--- config.mk ---
export PLATFORM = sky130hd
export DESIGN_NAME = fexp_mul
export DESIGN_NICKNAME = d
export VERILOG_FILES = /design/src/sv/fexp_pkg.sv /design/src/sv/fexp_mul.sv
export SDC_FILE = /design/constraint.sdc
export NUM_CORES = 2
export LEC_CHECK = 0
export BUFFER_PORTS_ARGS = -buffer_cell sky130_fd_sc_hd__buf_2
export CAP_MARGIN = 5
export CORE_MARGIN = 2
export CORE_UTILIZATION = 41
export CTS_CLUSTER_DIAMETER = 80
export DETAILED_ROUTE_END_ITERATION = 7
export PLACE_DENSITY = 0.58
export SLEW_MARGIN = 0
export SYNTH_ARGS = -nofsm -noshare
export SYNTH_HDL_FRONTEND = slang
export SYNTH_SLANG_ARGS = --single-unit
--- constraint.sdc ---
create_clock -name clk -period 25.2 [get_ports clk]
set_input_delay 1.26 -clock clk [delete_from_list [all_inputs] [get_ports clk]]
set_output_delay 1.26 -clock clk [all_outputs]
set_load 0.1 [all_outputs]
--- src/sv/fexp_pkg.sv ---
// shared types, constants and binary32 arithmetic helpers for the exponential pipeline
package fexp_pkg;

    // special-case codes that travel with each transaction
    localparam logic [1:0] SPEC_NONE = 2'd0;
    localparam logic [1:0] SPEC_NAN  = 2'd1;
    localparam logic [1:0] SPEC_ZERO = 2'd2;
    localparam logic [1:0] SPEC_INF  = 2'd3;

    localparam logic [31:0] QNAN_BITS = 32'h7fc0_0000;
    localparam logic [31:0] PINF_BITS = 32'h7f80_0000;
    localparam logic [30:0] MAG_87    = 31'h42ae_0000;
    localparam logic [30:0] MAG_88    = 31'h42b0_0000;
    localparam logic [7:0]  EXP_BIAS  = 8'd127;

    localparam logic [31:0] LOG2E = 32'h3fb8_aa3b;
    localparam logic [31:0] C4    = 32'h3c60_1977;
    localparam logic [31:0] C3    = 32'h3d54_0bf2;
    localparam logic [31:0] C2    = 32'h3e77_2e94;
    localparam logic [31:0] C1    = 32'h3f31_6a93;
    localparam logic [31:0] C0    = 32'h3f80_0000;

    localparam int unsigned NSTEP = 4;
    localparam logic [31:0] COEF [NSTEP] = '{C3, C2, C1, C0};

    // side data carried alongside the arithmetic
    typedef struct packed {
        logic [1:0]  spec;
        logic [7:0]  scale_exp;
        logic [31:0] f;
    } tag_t;

    // unrounded result: value = m / 2^47 * 2^(e - 127)
    typedef struct packed {
        logic               sign;
        logic signed [10:0] e;
        logic [47:0]        m;
    } fp_raw_t;

    function automatic fp_raw_t fp_mul_raw(input logic [31:0] a, input logic [31:0] b);
        logic [7:0]  ea;
        logic [7:0]  eb;
        logic [23:0] ma;
        logic [23:0] mb;
        fp_raw_t     r;
        ea = (a[30:23] == 8'd0) ? 8'd1 : a[30:23];
        eb = (b[30:23] == 8'd0) ? 8'd1 : b[30:23];
        ma = {|a[30:23], a[22:0]};
        mb = {|b[30:23], b[22:0]};
        r.sign = a[31] ^ b[31];
        r.e = $signed({3'b000, ea}) + $signed({3'b000, eb}) - 11'sd126;
        r.m = ma * mb;
        return r;
    endfunction

    function automatic fp_raw_t fp_add_raw(input logic [31:0] a, input logic [31:0] b);
        logic [31:0] big;
        logic [31:0] sml;
        logic [7:0]  eb;
        logic [7:0]  es;
        logic [7:0]  d;
        logic [23:0] mbg;
        logic [23:0] msm;
        logic [26:0] ext;
        logic [26:0] shf;
        logic [26:0] mask;
        logic [26:0] al;
        logic        stk;
        logic [27:0] sum;
        fp_raw_t     r;
        mask = '0;
        if (a[30:0] >= b[30:0])
        begin
            big = a;
            sml = b;
        end
        else
        begin
            big = b;
            sml = a;
        end
        eb  = (big[30:23] == 8'd0) ? 8'd1 : big[30:23];
        es  = (sml[30:23] == 8'd0) ? 8'd1 : sml[30:23];
        mbg = {|big[30:23], big[22:0]};
        msm = {|sml[30:23], sml[22:0]};
        d   = eb - es;
        ext = {msm, 3'b000};
        if (d >= 8'd27)
        begin
            shf = '0;
            stk = |ext;
        end
        else
        begin
            shf  = ext >> d;
            mask = ~({27{1'b1}} << d);
            stk  = |(ext & mask);
        end
        // guard, round and sticky sit in the low three bits
        al = {shf[26:1], shf[0] | stk};
        if (big[31] == sml[31])
            sum = {1'b0, mbg, 3'b000} + {1'b0, al};
        else
            sum = {1'b0, mbg, 3'b000} - {1'b0, al};
        r.sign = (sum == 28'd0) ? (a[31] & b[31]) : big[31];
        r.e    = $signed({3'b000, eb}) + 11'sd1;
        r.m    = {sum, 20'd0};
        return r;
    endfunction

    // normalise, handle gradual underflow, round to nearest even
    function automatic logic [31:0] fp_round(input fp_raw_t r);
        logic [5:0]         lz;
        logic               found;
        logic [47:0]        mn;
        logic [47:0]        ms;
        logic signed [10:0] en;
        logic signed [10:0] sh;
        logic               lost;
        logic [7:0]         efield;
        logic [23:0]        keep;
        logic               g;
        logic               st;
        logic               inc;
        logic [30:0]        mag;
        lz    = '0;
        found = 1'b0;
        lost  = 1'b0;
        for (int i = 47; i >= 0; i--)
        begin
            if (!found && r.m[i])
            begin
                lz    = 6'(47 - i);
                found = 1'b1;
            end
        end
        mn = r.m << lz;
        en = r.e - $signed({5'b00000, lz});
        if (en < 11'sd1)
        begin
            sh     = 11'sd1 - en;
            efield = 8'd0;
            if (sh >= 11'sd48)
            begin
                ms   = '0;
                lost = |mn;
            end
            else
            begin
                ms   = mn >> sh[5:0];
                lost = |(mn & ~({48{1'b1}} << sh[5:0]));
            end
        end
        else
        begin
            ms     = mn;
            efield = en[7:0];
        end
        keep = ms[47:24];
        g    = ms[23];
        st   = (|ms[22:0]) | lost;
        inc  = g & (st | keep[0]);
        mag  = {efield, keep[22:0]} + {30'd0, inc};
        if (!found)
            return {r.sign, 31'd0};
        return {r.sign, mag};
    endfunction

endpackage

--- src/sv/fexp_mul.sv ---
// two-stage binary32 multiplier: product stage, then normalise and round stage
module fexp_mul (
    input  logic              clk,
    input  logic              rst_n,
    input  logic              en,
    input  logic              in_valid,
    input  logic [31:0]       a,
    input  logic [31:0]       b,
    input  fexp_pkg::tag_t    in_tag,
    output logic              out_valid,
    output logic [31:0]       y,
    output fexp_pkg::tag_t    out_tag
);

    logic              v1_reg;
    logic              v2_reg;
    fexp_pkg::fp_raw_t raw_reg;
    fexp_pkg::tag_t    t1_reg;
    fexp_pkg::tag_t    t2_reg;
    logic [31:0]       y_reg;

    always_ff @(posedge clk or negedge rst_n)
    begin
        if (!rst_n)
        begin
            v1_reg <= 1'b0;
            v2_reg <= 1'b0;
        end
        else if (en)
        begin
            v1_reg <= in_valid;
            v2_reg <= v1_reg;
        end
    end

    always_ff @(posedge clk)
    begin
        if (en)
        begin
            raw_reg <= fexp_pkg::fp_mul_raw(a, b);
            t1_reg  <= in_tag;
            y_reg   <= fexp_pkg::fp_round(raw_reg);
            t2_reg  <= t1_reg;
        end
    end

    assign out_valid = v2_reg;
    assign y         = y_reg;
    assign out_tag   = t2_reg;

endmodule

==> summary.txt <==
Synth top cells by count - nand2_1, inv_1, fa_1, and2_1, ha_1
max_cap viols - 0
setup TNS - 0 ps
Hold Path Sink - out_tag[4]$_DFFE_PP_
CTS Sinks - 177
normalized max-slew margin - 10.8%
M2 GR Usage - 44.4%
gr busiest metal - met2
sequential area share after synthesis - 15.9%
Clock Skews - 15.7 ps
share of layout cells above drive strength 1 - 9.78%
Post-synth EDFFs - 175
max FFs per register - 59
crit-path most repeated cell - inv_1
WP data arrival - 10390 ps
peak fanout along the critical path - 41
drt total wl - 115 mm
Final period util - 40.4%
die area - 0.0838 mm^2
clk_lat worst skew - 480 ps
die width - 289 um
Core Area - 0.0805 mm^2
PortBufs - 184
Worst EP required - 25420 ps
post-synthesis net count - 4604
worst-margin pin slew - 1330 ps
Final #Nets - 4654
RSZ-0062 raised after global routing - no
Tot GR Track Use - 27.7%
placed cell area - 0.0352 mm^2
Die Ht - 289 um
synthesized area - 0.0334 mm^2
drt wl/cell - 23.3 um
TritonCTS Buffers - 17
vias in the first global route - 29500
Hold/Removal Path Class - flip-flop to flip-flop
worst-case clock buffer depth - 2
total number of vias - 29200
starting density of the core - 41.5%
initial antenna violation count - 1
fin area - 0.0359 mm^2
CTS resizes - 0
final design utilization - 44.5%
H-tree levels - 4
launch point of the worst reg-to-reg path - raw_reg[43]$_DFFE_PP_
CTS tree - yes
first-pass iteration count of the detailed router - 8
FF+latch count, synth - 177
num rows - 104
initial DRC count - 2605
# DRC - 0
hold_ws - 418 ps
max-slew violation count - 0
critical path class - flip-flop to flip-flop
DR vias/cell - 5.93
met1 usage - 37.3%
HP Start - t1_reg[4]$_DFFE_PP_
largest net degree at the start of global routing - 76
status - finished clean
Synth area leaders - fa_1, edfxtp_1, ha_1
Critical Path Start Type - flip-flop
Max Freq - 0.0983 GHz
Yosys top cell area share - 28.9%
Main synth FF type - edfxtp_1
synth warn - 0
reg2reg path depth - 33
cts hold-fix bufs - 0
ANT nets after route - 0
global-route wire length before repair - 178 mm
most common cell in the netlist - nand2_1
CTS clk-pin slew, worst paths - 80 ps
max incr delay on CP - 610 ps
r2r endpoint - y[26]$_SDFFCE_PN0P_
reg-to-reg slack, setup - 15030 ps
Area growth syn-to-layout - 7.36%
GR Util met3 - 4.22%
fin crit period - 10170 ps
Final HPWL DP - 88.6 mm
Mapped Cells - 3811
Setup crit end kind - flip-flop
Worst path slowest cell - or4_4
total gr overflow - 0
Clock Root Buffer - clkbuf_16
Final Hold Vio Count - 0
Final Setup Violations - 0
Avg Inst Size Synth - 8.77 um^2
routability cong. - 1.02
post-synthesis cell type count - 116
Antenna diodes - 0
post-CTS setup buffers - 0
post-synth top area cell - fa_1
Worst Hold Path Cells - 0
# IOs - 185
Synth async-reset ratio - 1.13%
## area by class of cell
type,instances,area [um^2]
Clock buffer,17,425
Inverter,541,2030
Tap cell,1060,1330
Sequential cell,177,5310
Clock inverter,15,204
Multi-Input combinational cell,2880,25200
Timing Repair Buffer,244,1380
Fill cell,8057,44700
## cell usage in the layout, fill, tap and decap left out, types with 18 or more instances in the layout
cell type,count
o2111ai_1,18
a22oi_1,27
edfxtp_1,175
o211ai_1,49
buf_4,60
a211oi_1,30
mux2i_1,59
fa_1,483
a21o_1,19
o221ai_1,24
nor3_1,67
and2_1,222
ha_1,200
xor2_1,22
nand3_1,155
nor4_1,33
inv_1,535
o31ai_1,20
o22ai_1,27
nand4_1,33
xnor2_1,56
nand2_1,558
nor2_1,168
o21ai_0,93
buf_2,183
a31oi_1,37
a21oi_1,141
## worst max-delay path: cells and delay by family (launching register included)
| kind | cells | cell delay [ps] |
|---|---|---|
| buffers and inverters | 9 | 2200 |
| muxes | 2 | 410 |
| DFF | 1 | 550 |
| adders and majority gates | 4 | 990 |
| xor gates and xnor gates | 1 | 300 |
| and+or+nand+nor | 10 | 3410 |
| AOI/OAI and AO/OA | 7 | 2030 |
## per-stage QoR
step           setup WS, ps  std cells
3_3_place_gp          15380       4902
4_1_cts               15290       4934
5_1_grt               14580       4934
2_1_floorplan         16670       3811
3_5_place_dp          15330       4902
6_report              15030       4934
## how the worst max path moves through the flow
stage	startpoint	endpoint	slack, ps	cells past startpoint
after CTS	raw_reg[43]$_DFFE_PP_	y[26]$_SDFFCE_PN0P_	15290	33
after global routing	raw_reg[43]$_DFFE_PP_	y[26]$_SDFFCE_PN0P_	14580	31
after global placement	raw_reg[43]$_DFFE_PP_	y[26]$_SDFFCE_PN0P_	15380	33
final	raw_reg[43]$_DFFE_PP_	y[26]$_SDFFCE_PN0P_	15030	33
after floorplan	b[0]	raw_reg[47]$_DFFE_PP_	16670	32
after detailed placement	a[16]	raw_reg[46]$_DFFE_PP_	15330	30
## cells by family after synthesis
logic type / after synthesis / share of synthesized area (%)
muxes: 78 / 2.64
DFF: 177 / 15.9
buffers and inverters: 754 / 8.78
xor gates and xnor gates: 78 / 2.04
AOI/OAI and AO/OA: 654 / 13.8
and+or+nand+nor: 1387 / 20.4
adders and majority gates: 683 / 36.4
## layer usage
| layer | vias up | wire length [um] |
|---|---|---|
| met5 | - | 13 |
| met4 | 2 | 5110 |
| met3 | 307 | 8950 |
| met2 | 1446 | 52200 |
| met1 | 14500 | 48500 |
| li1 | 13000 | - |
Power is left out: the tool's default activity adds up to more than one toggle a clock period on the data nets, which glitch-free logic cannot reach.
