## config.mk

```make
export PLATFORM = sky130hd
export DESIGN_NAME = fexp_split
export DESIGN_NICKNAME = d
export VERILOG_FILES = /design/src/sv/fexp_pkg.sv /design/src/sv/fexp_split.sv
export SDC_FILE = /design/constraint.sdc
export NUM_CORES = 1
export LEC_CHECK = 0
export BUFFER_PORTS_ARGS = -buffer_cell sky130_fd_sc_hd__buf_2
export CAP_MARGIN = 40
export CORE_ASPECT_RATIO = 0.8
export CORE_UTILIZATION = 46
export DETAILED_ROUTE_END_ITERATION = 12
export HOLD_SLACK_MARGIN = 0.08
export PLACE_DENSITY = 0.77
export REMOVE_ABC_BUFFERS = 1
export SYNTH_ARGS = -nofsm -noshare
export SYNTH_HDL_FRONTEND = slang
export SYNTH_SLANG_ARGS = --single-unit
export TNS_END_PERCENT = 1
```

## constraint.sdc

```tcl
create_clock -name clk -period 0.8 [get_ports clk]
set_clock_uncertainty 0.15 [all_clocks]
set_input_delay 0.16 -clock clk [delete_from_list [all_inputs] [get_ports clk]]
set_output_delay 0.16 -clock clk [all_outputs]
set_load 0.1 [all_outputs]
```

## src/sv/fexp_pkg.sv

```systemverilog
// shared types, constants and binary32 arithmetic helpers for the exponential pipeline
package fexp_pkg;

    // special-case codes that travel with each transaction
    localparam logic [1:0] SPEC_NONE = 2'd0;
    localparam logic [1:0] SPEC_NAN  = 2'd1;
    localparam logic [1:0] SPEC_ZERO = 2'd2;
    localparam logic [1:0] SPEC_INF  = 2'd3;

    localparam logic [31:0] QNAN_BITS = 32'h7fc0_0000;
    localparam logic [31:0] PINF_BITS = 32'h7f80_0000;
    localparam logic [30:0] MAG_87    = 31'h42ae_0000;
    localparam logic [30:0] MAG_88    = 31'h42b0_0000;
    localparam logic [7:0]  EXP_BIAS  = 8'd127;

    localparam logic [31:0] LOG2E = 32'h3fb8_aa3b;
    localparam logic [31:0] C4    = 32'h3c60_1977;
    localparam logic [31:0] C3    = 32'h3d54_0bf2;
    localparam logic [31:0] C2    = 32'h3e77_2e94;
    localparam logic [31:0] C1    = 32'h3f31_6a93;
    localparam logic [31:0] C0    = 32'h3f80_0000;

    localparam int unsigned NSTEP = 4;
    localparam logic [31:0] COEF [NSTEP] = '{C3, C2, C1, C0};

    // side data carried alongside the arithmetic
    typedef struct packed {
        logic [1:0]  spec;
        logic [7:0]  scale_exp;
        logic [31:0] f;
    } tag_t;

    // unrounded result: value = m / 2^47 * 2^(e - 127)
    typedef struct packed {
        logic               sign;
        logic signed [10:0] e;
        logic [47:0]        m;
    } fp_raw_t;

    function automatic fp_raw_t fp_mul_raw(input logic [31:0] a, input logic [31:0] b);
        logic [7:0]  ea;
        logic [7:0]  eb;
        logic [23:0] ma;
        logic [23:0] mb;
        fp_raw_t     r;
        ea = (a[30:23] == 8'd0) ? 8'd1 : a[30:23];
        eb = (b[30:23] == 8'd0) ? 8'd1 : b[30:23];
        ma = {|a[30:23], a[22:0]};
        mb = {|b[30:23], b[22:0]};
        r.sign = a[31] ^ b[31];
        r.e = $signed({3'b000, ea}) + $signed({3'b000, eb}) - 11'sd126;
        r.m = ma * mb;
        return r;
    endfunction

    function automatic fp_raw_t fp_add_raw(input logic [31:0] a, input logic [31:0] b);
        logic [31:0] big;
        logic [31:0] sml;
        logic [7:0]  eb;
        logic [7:0]  es;
        logic [7:0]  d;
        logic [23:0] mbg;
        logic [23:0] msm;
        logic [26:0] ext;
        logic [26:0] shf;
        logic [26:0] mask;
        logic [26:0] al;
        logic        stk;
        logic [27:0] sum;
        fp_raw_t     r;
        mask = '0;
        if (a[30:0] >= b[30:0])
        begin
            big = a;
            sml = b;
        end
        else
        begin
            big = b;
            sml = a;
        end
        eb  = (big[30:23] == 8'd0) ? 8'd1 : big[30:23];
        es  = (sml[30:23] == 8'd0) ? 8'd1 : sml[30:23];
        mbg = {|big[30:23], big[22:0]};
        msm = {|sml[30:23], sml[22:0]};
        d   = eb - es;
        ext = {msm, 3'b000};
        if (d >= 8'd27)
        begin
            shf = '0;
            stk = |ext;
        end
        else
        begin
            shf  = ext >> d;
            mask = ~({27{1'b1}} << d);
            stk  = |(ext & mask);
        end
        // guard, round and sticky sit in the low three bits
        al = {shf[26:1], shf[0] | stk};
        if (big[31] == sml[31])
            sum = {1'b0, mbg, 3'b000} + {1'b0, al};
        else
            sum = {1'b0, mbg, 3'b000} - {1'b0, al};
        r.sign = (sum == 28'd0) ? (a[31] & b[31]) : big[31];
        r.e    = $signed({3'b000, eb}) + 11'sd1;
        r.m    = {sum, 20'd0};
        return r;
    endfunction

    // normalise, handle gradual underflow, round to nearest even
    function automatic logic [31:0] fp_round(input fp_raw_t r);
        logic [5:0]         lz;
        logic               found;
        logic [47:0]        mn;
        logic [47:0]        ms;
        logic signed [10:0] en;
        logic signed [10:0] sh;
        logic               lost;
        logic [7:0]         efield;
        logic [23:0]        keep;
        logic               g;
        logic               st;
        logic               inc;
        logic [30:0]        mag;
        lz    = '0;
        found = 1'b0;
        lost  = 1'b0;
        for (int i = 47; i >= 0; i--)
        begin
            if (!found && r.m[i])
            begin
                lz    = 6'(47 - i);
                found = 1'b1;
            end
        end
        mn = r.m << lz;
        en = r.e - $signed({5'b00000, lz});
        if (en < 11'sd1)
        begin
            sh     = 11'sd1 - en;
            efield = 8'd0;
            if (sh >= 11'sd48)
            begin
                ms   = '0;
                lost = |mn;
            end
            else
            begin
                ms   = mn >> sh[5:0];
                lost = |(mn & ~({48{1'b1}} << sh[5:0]));
            end
        end
        else
        begin
            ms     = mn;
            efield = en[7:0];
        end
        keep = ms[47:24];
        g    = ms[23];
        st   = (|ms[22:0]) | lost;
        inc  = g & (st | keep[0]);
        mag  = {efield, keep[22:0]} + {30'd0, inc};
        if (!found)
            return {r.sign, 31'd0};
        return {r.sign, mag};
    endfunction

endpackage

```

## src/sv/fexp_split.sv

```systemverilog
// floor stage: splits y into integer k, gives -k as binary32 and the scale exponent k+127
module fexp_split (
    input  logic              clk,
    input  logic              rst_n,
    input  logic              en,
    input  logic              in_valid,
    input  logic [31:0]       y,
    input  fexp_pkg::tag_t    in_tag,
    output logic              out_valid,
    output logic [31:0]       y_out,
    output logic [31:0]       negk,
    output fexp_pkg::tag_t    out_tag
);

    logic           v_reg;
    logic [31:0]    y_reg;
    logic [31:0]    negk_reg;
    fexp_pkg::tag_t t_reg;

    logic [7:0]     ex;
    logic [23:0]    mant;
    logic [7:0]     sh;
    logic [23:0]    ip_full;
    logic           fnz;
    logic           neg;
    logic [7:0]     kmag;
    logic [7:0]     scale_exp;
    logic [2:0]     lz;
    logic           found;
    logic [7:0]     kn;
    logic [31:0]    negk_next;
    fexp_pkg::tag_t tag_next;

    always_comb
    begin
        ex      = y[30:23];
        mant    = {1'b1, y[22:0]};
        neg     = y[31] && (y[30:0] != 31'd0);
        sh      = 8'd150 - ex;
        ip_full = '0;
        fnz     = 1'b0;
        if (ex < fexp_pkg::EXP_BIAS)
        begin
            fnz = (y[30:0] != 31'd0);
        end
        else if (sh >= 8'd24)
        begin
            fnz = 1'b1;
        end
        else
        begin
            ip_full = mant >> sh[4:0];
            fnz     = |(mant & ~({24{1'b1}} << sh[4:0]));
        end
        // floor rounds a negative value with a fraction one further down
        if (neg)
            kmag = ip_full[7:0] + {7'd0, fnz};
        else
            kmag = ip_full[7:0];
        scale_exp = neg ? (fexp_pkg::EXP_BIAS - kmag) : (fexp_pkg::EXP_BIAS + kmag);

        lz    = '0;
        found = 1'b0;
        for (int i = 7; i >= 0; i--)
        begin
            if (!found && kmag[i])
            begin
                lz    = 3'(7 - i);
                found = 1'b1;
            end
        end
        kn = kmag << lz;
        if (!found)
            negk_next = {1'b1, 31'd0};
        else
            negk_next = {!neg, fexp_pkg::EXP_BIAS + 8'd7 - {5'd0, lz}, kn[6:0], 16'd0};

        tag_next           = in_tag;
        tag_next.scale_exp = scale_exp;
    end

    always_ff @(posedge clk or negedge rst_n)
    begin
        if (!rst_n)
            v_reg <= 1'b0;
        else if (en)
            v_reg <= in_valid;
    end

    always_ff @(posedge clk)
    begin
        if (en)
        begin
            y_reg    <= y;
            negk_reg <= negk_next;
            t_reg    <= tag_next;
        end
    end

    assign out_valid = v_reg;
    assign y_out     = y_reg;
    assign negk      = negk_reg;
    assign out_tag   = t_reg;

endmodule

```

==> parameters.txt <==
Parameter                              Value

STA
  Final hold vios ... 46
  Final hold slack ... -159.8 ps
  Pin slew with the least headroom to its limit ... approximately 660 ps
  Unrepaired setup endpoints after global routing ... true
  Number of max-slew violations in the final report ... 0
  Share of the cycle needed by the critical path after routing ... 512.2%
  Shortest clock period the worst path allows after layout ... ~4100 ps
  Maximum achievable frequency ... about 0.24 GHz
  Normalized max-slew margin ... a little under three fifths
  Final count of negative-setup-slack endpoints ... roughly 110
  Post-layout worst setup margin ... -3298 ps

Power
  Net switching power ... ~7.7 mW
  Total power consumption of the routed design ... ~19 mW
  Maximum vdd ir drop ... about 1.1 mV
  Power share of the clock group ... between 20% and 30%
  Static leakage power ... ~4 nW
  Sequential group share of total power ... a little under a third
  Internal portion of total power ... 11.06 mW
  Power share of the combinational group ... between 40% and 50%
  Power density of the placed cells ... approximately 2000 nW/um^2
  Switching Fraction ... between 40% and 50%

Clock network
  Clock edge transition at the registers on the reported setup and hold paths ... 70 ps
  Clock root cell ... sky130_fd_sc_hd__clkbuf_16
  Clk_lat worst skew ... about 340 ps
  Sink count of the clock tree ... about 90
  Number of buffers on the longest clock path ... 2
  TritonCTS Buffers ... 9
  Count of H-tree levels built during CTS ... 3
  Hold Buf Count CTS ... 1
  Clock tree from TritonCTS ... built

Placement
  Weighted congestion at the end of routability-driven global placement ... roughly 1
  Detailed placer's ending HPWL ... about 14 mm
  Worst-case setup slack after placement ... -3897 ps
  Instance area after placement ... ~9000 um^2
  Port-buffer cells ... between 150 and 200

Logic synthesis
  Post-synth EDFFs ... 88
  Netlist area before placement ... ~5400 um^2
  Avg Cell Area, Syn ... 12.28 um^2
  Most used flip-flop cell after synthesis ... sky130_fd_sc_hd__edfxtp_1
  Cells after Synth ... 440
  Share of synthesized area occupied by flip-flops and latches ... a little under 50%
  Unique cell type count in the Yosys netlist ... between 80 and 90
  Seq cells post-synth ... 89
  FFs w/ async S/R, synth ... 1.124%
  Yosys warning count ... 0

Layout
  Relative area change from synthesis to final layout ... 77.21%
  Fraction of the core area covered by cells at the end of the flow ... between 80% and 90%
  Layout cell share with drive strength beyond 1 ... ~58%
  Fin nets ... 840
  Number of antenna diodes ... 0
  Max FFs per register ... 42
  Final Instance Area ... roughly 9600 um^2

Min path
  Class of the tightest hold or removal check ... input pin to flop
  Worst Hold Depth ... 1

Critical path
  Highest-delay cell along the critical path ... sky130_fd_sc_hd__or3_4
  Endpoint required time on the critical path ... ~760 ps
  Arrival time of the worst setup path ... 4050 ps
  Library cell appearing most often on the critical path ... sky130_fd_sc_hd__ha_4
  Worst path cell trace ... buf_12 -> ha_4 -> buf_8 -> nand4_1 -> nor4bb_2 -> a22o_1 -> buf_4 -> buf_4 -> nand4_4 -> inv_1 -> ha_4 -> o211ai_1 -> a221oi_4 -> a21oi_2 -> nand2b_4 -> or3_4 -> o311ai_4 -> inv_1 -> ha_2 -> ha_4 -> nor2_1
  Delay of the slowest critical-path stage ... 390 ps
  Reg-to-reg slack, setup ... -140 ps
  Register-to-Register Path Depth ... 1
  Type of destination of the critical path ... flop
  Launching element type of the critical path ... input pin
  Largest fanout on the critical path ... 6
  Critical path class ... input pin to flop

Run status
  Result of the run ... finished, violations left
  Failing checks ... negative hold slack, negative setup slack

Global route
  Final global-route overflow total ... 0
  Via count of the first global-routing pass ... 5385
  Largest net degree at the start of global routing ... 32
  GR Util All Layers ... about a third
  Wire length of the first global-routing pass ... 30.35 mm
  Initial antenna violation count ... 0

Routing
  Average detailed-routed wire length per instance ... approximately 22 um
  Iteration-0 DRC Markers ... approximately 580
  Via density ... 5.839
  Post-DRT Antenna Nets ... 0
  Pre-antenna DRT Iters ... 5
  Detailed-route DRC error count ... 0
  Via Count ... between 5000 and 6000
  Routed WL ... 19.52 mm

Flow run
  # Max-Cap Violations ... 0

Die
  Core area ... ~11000 um^2
  Die extent in y ... roughly 99 um
  Row cnt ... 35
  Effective utilization at floorplan ... 47.09%
  Chip width ... roughly 120 um
  Die footprint ... between 10000 and 15000 um^2
  Num ports ... approximately 190
==> routing by layer <==
metal	share of wire (%)	global-route usage [%]	routed length (um)	vias up
li1	-	-	-	2321
met1	38	42.82	7380	2516
met2	48	54.02	9329	383
met3	11	9.317	2202	76
met4	3.1	12.23	603	0
met5	0	0	0	-
==> layout by cell type, fill, tap and decap left out, drive strengths merged, types with 4 or more instances in the layout <==
cell,n
and2,6
nand2b,4
nor4,9
o22ai,5
mux2,8
a21oi,22
nor3,7
ha,8
inv,13
xor2,5
clkbuf,9
mux4,16
nor2b,5
and3,5
xnor2,13
a31oi,7
nand2,29
nand4,10
edfxtp,88
o211ai,4
nor2,33
conb,16
a211oi,4
buf,329
mux2i,15
nand3,12
o21ai,19
==> cells by family (layout without fill, tap and decap cells) <==
group                    Yosys count  in the layout  synth area share [%]
adder cells (fa/ha/maj)            8              8                 1.853
other                              1             16               0.06941
buffers and inverters             54            358                 6.438
XOR/XNOR                          18             18                 3.682
AO/OA/AOI/OAI                     99             99                 13.94
multiplexers                      39             39                 11.12
AND/OR/NAND/NOR                  132            132                 13.52
flip-flops                        89             89                 49.37
==> power by group through the flow <==
stage | Combinational [mW] | Clock [mW] | Sequential (mW)
after floorplan | 1.71 | 0 | 8.89
after global placement | 7.97 | 0 | 6.06
after detailed placement | 8.06 | 0 | 6.10
after CTS | 8.51 | 4.19 | 6.00
after global routing | 8.90 | 4.34 | 6.02
final | 8.65 | 4.13 | 5.99
==> synthesized netlist by cell type (all sizes together) (6+ instances only) <==
cell	number	area (um^2)
edfxtp	88	2643
nand2	29	108.9
ha	8	100.1
nor2	33	123.9
o21ai	19	98.85
nor3	7	45.04
nor4	9	62.56
buf	40	295.3
mux4	16	360.4
xnor2	13	128.9
inv	10	37.54
and2	6	40.04
a31oi	7	43.79
mux2i	15	150.1
mux2	8	90.09
a21oi	22	121.4
nand3	12	77.58
nand4	10	77.57
==> layout make-up <==
class / instances / area, um^2
clock buffers: 9 / 225.2
inverters: 11 / 47.55
clock inverters: 7 / 62.56
fillers: 610 / 1899
flip-flops and latches: 89 / 2668
repair buffers: 331 / 3625
multi-input cells: 312 / 2761
well taps: 148 / 185.2
==> worst paths after layout <==
path,from,endpoint
worst max-delay path,y[24],negk[25]
worst min-delay path,in_tag[4],out_tag[4]
worst max register to register,out_valid,out_valid
worst min register to register,out_valid,out_valid
max in group asynchronous,rst_n,out_valid
min in group asynchronous,rst_n,out_valid
==> per-stage QoR <==
| step | TNS [ps] | cells |
|---|---|---|
| final | -105600 | 907 |
| after detailed placement | -108620 | 879 |
| after floorplan | -121090 | 412 |
| after global placement | -103420 | 879 |
| after global routing | -110070 | 907 |
| after CTS | -103370 | 905 |
==> repair_timing <==
item | CTS | global route
buffers inserted | 9 | 2
pin swaps | 38 | 5
endpoints found under the setup margin | 114 | 114
resized for setup | 89 | 7
cloned | 1 | 0
hold endpoints to repair | 66 | 63
==> critical path, delay by kind of cell <==
| kind | cells | cell delay [ps] |
|---|---|---|
| AO/OA/AOI/OAI | 5 | 1180 |
| adder cells (fa/ha/maj) | 4 | 730 |
| AND/OR/NAND/NOR | 6 | 1220 |
| buffers and inverters | 6 | 740 |
Note: power is estimated with default switching activity, not from simulation.
